===== src/rtl/core/region_crc32_integrity_monitor_core_macros.svh =====
// Assertion macros for the region CRC-32 integrity monitor core.
// Included by files that carry concurrent assertions; no other dependencies.
`ifndef REGION_CRC32_INTEGRITY_MONITOR_CORE_MACROS_SVH
`define REGION_CRC32_INTEGRITY_MONITOR_CORE_MACROS_SVH

// Same-cycle implication under synchronous reset.
`define RCIM_ASSERT_IMP(name, clk, rst, ante, cons, msg) \
  name: assert property (@(posedge clk) disable iff (rst) (ante) |-> (cons)) \
    else $error(msg);

// Next-cycle implication under synchronous reset.
`define RCIM_ASSERT_NXT(name, clk, rst, ante, cons, msg) \
  name: assert property (@(posedge clk) disable iff (rst) (ante) |=> (cons)) \
    else $error(msg);

`endif


===== src/rtl/core/rcim_pkg.sv =====
// Shared types, constants and the byte-wise CRC-32 step for the integrity monitor.
// No dependencies.
package rcim_pkg;

  localparam logic [31:0] CRC_POLY = 32'hEDB88320;
  localparam logic [31:0] CRC_INIT = 32'hFFFFFFFF;
  localparam int unsigned QUEUE_DEPTH = 4;
  localparam logic [6:0] VIOL_MAX = 7'd127;

  typedef enum logic [1:0] {
    ST_OK     = 2'd0,
    ST_FULL   = 2'd1,
    ST_BEYOND = 2'd2
  } status_t;

  typedef struct packed {
    logic [31:0] crc;
    logic [5:0]  idx;
    status_t     status;
    logic        is_check;
    logic        clr;
    logic        pass_done;
  } rcim_rec_t;

  typedef struct packed {
    logic [5:0]  region_index;
    logic [31:0] crc_value;
    logic [31:0] baseline_crc;
    logic        modified;
    logic [6:0]  violation_count;
    status_t     status;
    logic        pass_done;
  } rcim_res_t;

  function automatic logic [31:0] crc32_byte(input logic [31:0] crc, input logic [7:0] b);
    logic [31:0] c;
    c = crc ^ {24'd0, b};
    for (int k = 0; k < 8; k++) begin
      c = (c >> 1) ^ (c[0] ? CRC_POLY : 32'd0);
    end
    return c;
  endfunction

endpackage


===== src/rtl/core/rcim_ram.sv =====
// Generic single-write, single-read RAM with registered read data.
// No dependencies.
module rcim_ram #(
  parameter int unsigned WIDTH  = 32,
  parameter int unsigned DEPTH  = 64,
  parameter int unsigned ADDR_W = (DEPTH > 1) ? $clog2(DEPTH) : 1
) (
  input  logic              clk,
  input  logic              wr_en,
  input  logic [ADDR_W-1:0] wr_addr,
  input  logic [WIDTH-1:0]  wr_data,
  input  logic              rd_en,
  input  logic [ADDR_W-1:0] rd_addr,
  output logic [WIDTH-1:0]  rd_data
);

  logic [WIDTH-1:0] mem [DEPTH];

  always_ff @(posedge clk) begin
    if (wr_en) begin
      mem[wr_addr] <= wr_data;
    end
    if (rd_en) begin
      rd_data <= mem[rd_addr];
    end
  end

endmodule


===== src/rtl/core/rcim_queue.sv =====
// Short request queue between the front and back parts of the monitor.
// No dependencies.
module rcim_queue #(
  parameter int unsigned WIDTH = 48,
  parameter int unsigned DEPTH = 4
) (
  input  logic             clk,
  input  logic             rst,
  input  logic             push,
  input  logic [WIDTH-1:0] push_data,
  output logic             full,
  input  logic             pop,
  output logic             empty,
  output logic [WIDTH-1:0] pop_data
);

  localparam int unsigned PTR_W = (DEPTH > 1) ? $clog2(DEPTH) : 1;
  localparam int unsigned CNT_W = $clog2(DEPTH + 1);

  logic [WIDTH-1:0] slots [DEPTH];
  logic [PTR_W-1:0] wr_ptr;
  logic [PTR_W-1:0] rd_ptr;
  logic [CNT_W-1:0] count;

  assign full     = (count == CNT_W'(DEPTH));
  assign empty    = (count == '0);
  assign pop_data = slots[rd_ptr];

  always_ff @(posedge clk) begin
    if (push) begin
      slots[wr_ptr] <= push_data;
    end
  end

  always_ff @(posedge clk) begin
    if (rst) begin
      wr_ptr <= '0;
      rd_ptr <= '0;
      count  <= '0;
    end else begin
      if (push) begin
        wr_ptr <= (wr_ptr == PTR_W'(DEPTH - 1)) ? '0 : wr_ptr + 1'b1;
      end
      if (pop) begin
        rd_ptr <= (rd_ptr == PTR_W'(DEPTH - 1)) ? '0 : rd_ptr + 1'b1;
      end
      if (push && !pop) begin
        count <= count + 1'b1;
      end else if (pop && !push) begin
        count <= count - 1'b1;
      end
    end
  end

endmodule


===== src/rtl/core/rcim_front.sv =====
// Front part: byte intake, running CRC, slot allocation and check sequencing.
// Depends on rcim_pkg; writes enrolled baselines into the RAM.
module rcim_front #(
  parameter int unsigned MAX_REGIONS = 64,
  parameter int unsigned ADDR_W = (MAX_REGIONS > 1) ? $clog2(MAX_REGIONS) : 1
) (
  input  logic                clk,
  input  logic                rst,
  input  logic                in_valid,
  output logic                in_ready,
  input  logic                op,
  input  logic [7:0]          data_byte,
  input  logic                region_end,
  input  logic                pass_end,
  input  logic                q_full,
  output logic                q_push,
  output rcim_pkg::rcim_rec_t q_rec,
  output logic [ADDR_W-1:0]   q_addr,
  output logic                wr_en,
  output logic [ADDR_W-1:0]   wr_addr,
  output logic [31:0]         wr_data
);
  import rcim_pkg::*;

  localparam int unsigned CNT_W = $clog2(MAX_REGIONS + 1);

  logic [31:0]      running_crc;
  logic [CNT_W-1:0] region_count;
  logic [CNT_W-1:0] check_position;
  logic [31:0]      crc_step;
  logic             accept;
  logic             room;
  logic             in_range;

  assign in_ready = !q_full;
  assign accept   = in_valid && in_ready;
  assign crc_step = crc32_byte(running_crc, data_byte);
  assign room     = (region_count < CNT_W'(MAX_REGIONS));
  assign in_range = (check_position < region_count);
  assign q_push   = accept && region_end;

  always_comb begin
    q_rec.crc       = crc_step ^ CRC_INIT;
    q_rec.is_check  = op;
    q_rec.clr       = op && (check_position == '0);
    q_rec.pass_done = op && pass_end;
    q_addr          = check_position[ADDR_W-1:0];
    if (!op) begin
      q_rec.idx    = room ? 6'(region_count) : 6'd0;
      q_rec.status = room ? ST_OK : ST_FULL;
    end else begin
      q_rec.idx    = 6'(check_position);
      q_rec.status = in_range ? ST_OK : ST_BEYOND;
    end
  end

  assign wr_en   = q_push && !op && room;
  assign wr_addr = region_count[ADDR_W-1:0];
  assign wr_data = crc_step ^ CRC_INIT;

  always_ff @(posedge clk) begin
    if (rst) begin
      running_crc    <= CRC_INIT;
      region_count   <= '0;
      check_position <= '0;
    end else if (accept) begin
      running_crc <= region_end ? CRC_INIT : crc_step;
      if (region_end) begin
        if (!op) begin
          if (room) begin
            region_count <= region_count + 1'b1;
          end
        end else if (pass_end) begin
          check_position <= '0;
        end else if (in_range) begin
          check_position <= check_position + 1'b1;
        end
      end
    end
  end

endmodule


===== src/rtl/core/rcim_back.sv =====
// Back part: baseline fetch, comparison, violation tally and result register.
// Depends on rcim_pkg; reads baselines from the RAM.
module rcim_back #(
  parameter int unsigned ADDR_W = 6
) (
  input  logic                clk,
  input  logic                rst,
  input  logic                q_empty,
  output logic                q_pop,
  input  rcim_pkg::rcim_rec_t q_rec,
  input  logic [ADDR_W-1:0]   q_addr,
  output logic                rd_en,
  output logic [ADDR_W-1:0]   rd_addr,
  input  logic [31:0]         rd_data,
  output logic                out_valid,
  input  logic                out_ready,
  output rcim_pkg::rcim_res_t out_res
);
  import rcim_pkg::*;

  logic       s1_valid;
  rcim_rec_t  s1;
  logic       s1_move;
  logic       out_free;
  logic [6:0] violation_total;
  logic [6:0] vt_base;
  logic [6:0] violation_total_next;
  logic       mod;
  logic       ok;

  assign out_free = !out_valid || out_ready;
  assign s1_move  = s1_valid && out_free;
  assign q_pop    = !q_empty && (!s1_valid || s1_move);
  assign rd_en    = q_pop;
  assign rd_addr  = q_addr;

  assign ok      = (s1.status == ST_OK);
  assign mod     = s1.is_check && ok && (rd_data != s1.crc);
  assign vt_base = (s1.is_check && s1.clr) ? 7'd0 : violation_total;
  assign violation_total_next = (mod && vt_base != VIOL_MAX) ? vt_base + 7'd1 : vt_base;

  always_ff @(posedge clk) begin
    if (rst) begin
      s1_valid        <= 1'b0;
      out_valid       <= 1'b0;
      violation_total <= '0;
    end else begin
      if (q_pop) begin
        s1_valid <= 1'b1;
      end else if (s1_move) begin
        s1_valid <= 1'b0;
      end
      if (s1_move) begin
        out_valid       <= 1'b1;
        violation_total <= violation_total_next;
      end else if (out_ready) begin
        out_valid <= 1'b0;
      end
    end
  end

  always_ff @(posedge clk) begin
    if (q_pop) begin
      s1 <= q_rec;
    end
    if (s1_move) begin
      out_res.region_index    <= s1.idx;
      out_res.crc_value       <= s1.crc;
      out_res.baseline_crc    <= !ok ? 32'd0 : (s1.is_check ? rd_data : s1.crc);
      out_res.modified        <= mod;
      out_res.violation_count <= violation_total_next;
      out_res.status          <= s1.status;
      out_res.pass_done       <= s1.pass_done;
    end
  end

endmodule


===== src/rtl/core/region_crc32_integrity_monitor_core.sv =====
// Top level of the region CRC-32 integrity monitor: front, queue, baseline RAM, back.
// Depends on rcim_pkg, rcim_front, rcim_queue, rcim_ram, rcim_back and the macro header.
//
// Channel  Dir  tdata                               tuser               tlast
// s_axis   in   data_byte[7:0] pass_end[8]          op                  region_end
// m_axis   out  region_index crc baseline viol      modified status     pass_done
//
// One byte per cycle in while the queue has room; one result per region out.
// After the edge that accepts its last byte, a result passes through the queue,
// the RAM read and the result register before it is presented.
// The front stalls only when the four-entry queue is full; the back stalls on m_axis.
// rst is synchronous; the baseline table needs no clearing pass.
`include "region_crc32_integrity_monitor_core_macros.svh"

module region_crc32_integrity_monitor_core #(
  parameter int unsigned MAX_REGIONS = 64
) (
  input  logic        clk,
  input  logic        rst,
  input  logic        s_axis_tvalid,
  output logic        s_axis_tready,
  input  logic [15:0] s_axis_tdata,   // data_byte[7:0], pass_end[8], zero pad
  input  logic        s_axis_tuser,   // op
  input  logic        s_axis_tlast,
  output logic        m_axis_tvalid,
  input  logic        m_axis_tready,
  output logic [79:0] m_axis_tdata,   // region_index[5:0], crc_value[37:6],
                                      // baseline_crc[69:38], violation_count[76:70], pad
  output logic [2:0]  m_axis_tuser,   // modified[0], status[2:1]
  output logic        m_axis_tlast
);
  import rcim_pkg::*;

  localparam int unsigned ADDR_W = (MAX_REGIONS > 1) ? $clog2(MAX_REGIONS) : 1;
  localparam int unsigned Q_W = $bits(rcim_rec_t) + ADDR_W;

  logic              q_full;
  logic              q_empty;
  logic              q_push;
  logic              q_pop;
  rcim_rec_t         push_rec;
  rcim_rec_t         pop_rec;
  logic [ADDR_W-1:0] push_addr;
  logic [ADDR_W-1:0] pop_addr;
  logic              wr_en;
  logic [ADDR_W-1:0] wr_addr;
  logic [31:0]       wr_data;
  logic              rd_en;
  logic [ADDR_W-1:0] rd_addr;
  logic [31:0]       rd_data;
  rcim_res_t         res;

  rcim_front #(.MAX_REGIONS(MAX_REGIONS), .ADDR_W(ADDR_W)) u_front (
    .clk        (clk),
    .rst        (rst),
    .in_valid   (s_axis_tvalid),
    .in_ready   (s_axis_tready),
    .op         (s_axis_tuser),
    .data_byte  (s_axis_tdata[7:0]),
    .region_end (s_axis_tlast),
    .pass_end   (s_axis_tdata[8]),
    .q_full     (q_full),
    .q_push     (q_push),
    .q_rec      (push_rec),
    .q_addr     (push_addr),
    .wr_en      (wr_en),
    .wr_addr    (wr_addr),
    .wr_data    (wr_data)
  );

  rcim_queue #(.WIDTH(Q_W), .DEPTH(QUEUE_DEPTH)) u_queue (
    .clk       (clk),
    .rst       (rst),
    .push      (q_push),
    .push_data ({push_addr, push_rec}),
    .full      (q_full),
    .pop       (q_pop),
    .empty     (q_empty),
    .pop_data  ({pop_addr, pop_rec})
  );

  rcim_ram #(.WIDTH(32), .DEPTH(MAX_REGIONS), .ADDR_W(ADDR_W)) u_baseline (
    .clk     (clk),
    .wr_en   (wr_en),
    .wr_addr (wr_addr),
    .wr_data (wr_data),
    .rd_en   (rd_en),
    .rd_addr (rd_addr),
    .rd_data (rd_data)
  );

  rcim_back #(.ADDR_W(ADDR_W)) u_back (
    .clk       (clk),
    .rst       (rst),
    .q_empty   (q_empty),
    .q_pop     (q_pop),
    .q_rec     (pop_rec),
    .q_addr    (pop_addr),
    .rd_en     (rd_en),
    .rd_addr   (rd_addr),
    .rd_data   (rd_data),
    .out_valid (m_axis_tvalid),
    .out_ready (m_axis_tready),
    .out_res   (res)
  );

  assign m_axis_tdata = {3'b000, res.violation_count, res.baseline_crc, res.crc_value,
                         res.region_index};
  assign m_axis_tuser = {res.status, res.modified};
  assign m_axis_tlast = res.pass_done;

  `RCIM_ASSERT_IMP(a_full_zeroed, clk, rst,
    m_axis_tvalid && res.status == ST_FULL,
    res.region_index == 6'd0 && res.baseline_crc == 32'd0 && !res.modified,
    "table-full result carries a slot or baseline")
  `RCIM_ASSERT_IMP(a_clean_match, clk, rst,
    m_axis_tvalid && res.status == ST_OK && !res.modified,
    res.baseline_crc == res.crc_value,
    "unmodified result baseline differs from crc")
  `RCIM_ASSERT_IMP(a_mod_counted, clk, rst,
    m_axis_tvalid && res.modified,
    res.status == ST_OK && res.violation_count != 7'd0 && res.baseline_crc != res.crc_value,
    "modified result inconsistent with status or count")
  `RCIM_ASSERT_NXT(a_enroll_queued, clk, rst,
    wr_en,
    !q_empty,
    "enrolled region did not reach the queue")

endmodule


===== config.mk =====
export PLATFORM = sky130hd
export DESIGN_NAME = region_crc32_integrity_monitor_core
export DESIGN_NICKNAME = d
export VERILOG_FILES = /design/src/rtl/core/rcim_pkg.sv /design/src/rtl/core/rcim_ram.sv /design/src/rtl/core/rcim_queue.sv /design/src/rtl/core/rcim_front.sv /design/src/rtl/core/rcim_back.sv /design/src/rtl/core/region_crc32_integrity_monitor_core.sv
export VERILOG_INCLUDE_DIRS = /design/src /design/src/rtl/core
export SDC_FILE = /design/constraint.sdc
export NUM_CORES = 2
export LEC_CHECK = 0
export ABC_AREA = 1
export BUFFER_PORTS_ARGS = -buffer_cell sky130_fd_sc_hd__buf_2
export CORE_ASPECT_RATIO = 1.25
export CORE_MARGIN = 1.5
export CORE_UTILIZATION = 45
export DETAILED_ROUTE_END_ITERATION = 7
export GPL_TIMING_DRIVEN = 0
export PLACE_DENSITY_LB_ADDON = 0.2
export SETUP_SLACK_MARGIN = 0.1
export SLEW_MARGIN = 20
export SYNTH_ARGS = -nofsm -noshare
export SYNTH_HDL_FRONTEND = slang
export SYNTH_SLANG_ARGS = --single-unit

===== constraint.sdc =====
create_clock -name clk -period 15.4 [get_ports clk]
set_input_delay 3.08 -clock clk [delete_from_list [all_inputs] [get_ports clk]]
set_output_delay 3.08 -clock clk [all_outputs]
set_load 0.005 [all_outputs]

==> impl_results.md <==
- Outcome: finished, violations left
- Post-Synthesis Cells: 9203
- Slew Limit Fails: 0
- Post-CTS Resized: 0
- Crit. End Element: flip-flop
- Cell mode on critical path: buf_16
- Fin cells: 13100
- Die H: 545 um
- Min cycle time layout: 6.43 ns
- H-tree depth: 4
- Post-synth EDFFs: 2400
- Yosys reg bits: 2464
- Dpl cell area: 116000 um2
- Root Driver: clkbuf_16
- Rel. slew slack: 14.0%
- Worst slack at placement: 8.28 ns
- # port buffers: 96
- Share of post-route cells with drive strength above 1: 11.3%
- CP max stage cell: nor2_4
- Crit-path cells: buf_2 > nand2_1 > inv_1 > nand2_1 > nor2_1 > buf_2 > nand3_1 > nor2_4 > buf_16 > buf_16 > buf_16
- RSZ-0062 raised after global routing: false
- Area share of the largest cell type after synthesis: 68.1%
- Top post-synthesis cells by area: edfxtp_1 68%, nand3_1 8.9%, nand2_1 5.6%, nand3b_1 5.5%, inv_1 4.0%
- Worst vdd ir: 175 uV
- Via count: 76200
- Placed cells: 12600
- Vias in the first global route: 72100
- CTS Hold Bufs: 0
- Filler cell count in the final layout: 19800
- Final nets: 9832
- Die Wd: 437 um
- Max-Cap Viols: 0
- Post-Syn Area per Cell: 11.5 um2
- Hold_sp: u_back.s1[5]$_DFFE_PP_
- Fin area: 124000 um2
- Worst hold endpoint: u_back.out_res[75]$_DFFE_PP_
- DR pass1 iterations: 8
- Vias per cell: 5.82
- Clock skew: 0.0719 ns
- First-pass GRT wire length: 545000 um
- Worst r2r src: u_queue.count[1]$_SDFFE_PP0P_
- Storage element area: 73400 um2
- Final setup vio count: 0
- Yosys warning total: 0
- GPL Wtd Cong: 1.31
- Clock Sinks: 2464
- Total track usage: 32.9%
- Area of the multi-input gates: 26200 um2
- Routed len/inst: 30.4 um
- Mapped cell area: 106000 um2
- Hold Crit Class: flip-flop to flip-flop
- Remaining DRCs: 1
- CP max FO: 10
- Post-CTS Setup Bufs: 0
- Worst R2R Path Depth: 12
- Crit path buf inv count: 6
- Worst EP required: 16.00 ns
- Synth async-reset ratio: 0%
- R2R setup slack: 10.13 ns
- Fmax: 156 MHz
- WL final: 399000 um
- Final setup TNS: 0 ns
- TritonCTS clock tree: done
- Core area: 233000 um2
- CTS clk-pin slew, worst paths: 0.07 ns
- Later-pin clock latency in the skew report: 0.95 ns
- Fin worst setup slack: 8.97 ns
- Dpl hpwl: 291000 um
- Commonest cells in the netlist: 2400 x edfxtp_1, 1890 x nand3_1, 1570 x nand2_1
- Bufs on Longest Clock Path: 4
- Area leader, netlist: edfxtp_1
- Worst Max-Slew Pin Slew: 1.29 ns
- # rows: 198
- Failing checks: DRC
- CP max stage delay: 0.89 ns
- Worst path arrival time: 7.03 ns
- Initial Util: 45.4%
- Seq/Total Area, Yosys: 69.3%
- Die ar.: 238000 um2
- Largest net degree at the start of global routing: 90
- Post-DRT Antenna Nets: 0
- Distinct cells, synth: 36
- Initial antenna violation count: 43
- Cts bufs inserted: 242
- Initial drt markers: 10600
- Total power: 28.3 mW
- Hold Violations, Final: 0
- Hold slack: 0.420 ns
- Delay-heaviest family, CP: simple AND/OR/NAND/NOR gates
- Finished Core Util: 53.1%
- Worst Setup Start Kind: input pin
- Most frequent cell after synthesis: edfxtp_1
- Critical path depth: 11
- P_leak: 46.7 nW
- Period utilisation layout: 41.7%
- Top_reg_cell synth: edfxtp_1
- I/O pin count: 108
- Hold Path Depth: 0
- GR Overflow Total: 0
- Pwr dens: 229 nW/um2
- RR Endpoint: u_baseline.mem[40][26]$_DFFE_PP_
- Area Growth Syn to Fin: 16.9%
- Critical Setup Path Class: input pin to flip-flop
-- worst register-to-register path, delay by kind of cell, from the launching register on --
family / cells / cell delay [ns]
DFF: 1 / 0.35
and+or+nand+nor: 6 / 3.42
buffers and inverters: 6 / 1.21
-- area by class of cell --
type	count	area share (%)
inverters	1143	3.50
plain buffers	590	2.19
flip-flops and latches	2464	59.3
clock buffers	296	5.08
well taps	3100	3.14
multi-input cells	5008	21.2
clock inverters	142	1.07
repair buffers	344	4.50
diodes	12	0.0243
-- worst max path at each step --
stage	start	end
floorplan	s_axis_tdata[1]	u_baseline.mem[0][26]$_DFFE_PP_
CTS	s_axis_tvalid	u_baseline.mem[40][26]$_DFFE_PP_
finish	s_axis_tvalid	u_baseline.mem[40][26]$_DFFE_PP_
global placement	s_axis_tdata[1]	u_queue.slots[2][37]$_DFFE_PP_
global route	s_axis_tvalid	u_baseline.mem[40][26]$_DFFE_PP_
detailed placement	s_axis_tvalid	u_baseline.mem[40][22]$_DFFE_PP_
-- layer usage --
layer | up-vias | track usage (%) | wire [um] | share of wire (%)
met5 | - | 0 | 174 | 0.044
li1 | 33000 | - | - | -
met4 | 26 | 24.5 | 34700 | 8.7
met1 | 37200 | 38.7 | 136000 | 34
met3 | 1261 | 7.18 | 42900 | 11
met2 | 4682 | 53.2 | 185000 | 46
-- cells in the final DEF, fill, tap and decap left out, drive strengths merged, types with 52 or more instances in the layout --
cell type / netlist / layout
edfxtp: 2400 / 2400
nand3: 1892 / 1892
nand2: 1577 / 1577
inv: 1141 / 1145
nand3b: 768 / 768
buf: 389 / 733
clkbuf: 201 / 497
o21ai: 265 / 265
nor2: 199 / 199
clkinv: 2 / 112
a21oi: 94 / 94
dfxtp: 64 / 64
xnor2: 52 / 52
-- power by group --
part	leakage (nW)	internal, mW	switching [mW]
clock network	3.72	3.27	2.60
registers	22.2	9.37	0.151
logic	20.8	3.12	9.77
total	46.7	15.8	12.5
-- flip-flops by register name, summed over array words and instances (netlist names), named ones only --
| name | cells |
|---|---|
| u_queue.wr_ptr | 2 |
| u_front.check_position | 7 |
| u_front.running_crc | 32 |
| u_back.s1 | 43 |
| u_back.out_res | 81 |
| u_baseline.rd_data | 32 |
| u_queue.slots | 196 |
| u_back.out_valid | 1 |
| u_back.s1_valid | 1 |
| u_queue.count | 3 |
| u_front.region_count | 7 |
| u_queue.rd_ptr | 2 |
| u_baseline.mem | 2048 |
| u_back.violation_total | 7 |
-- cell families after synthesis --
group	synth area share, %
flops	69.3
other cells	0.00355
xor+xnor	0.845
simple gates	20.9
buf+inv	6.61
fa+ha+maj	0.208
compound gates	2.06
Power figures use the tool's default switching activity.
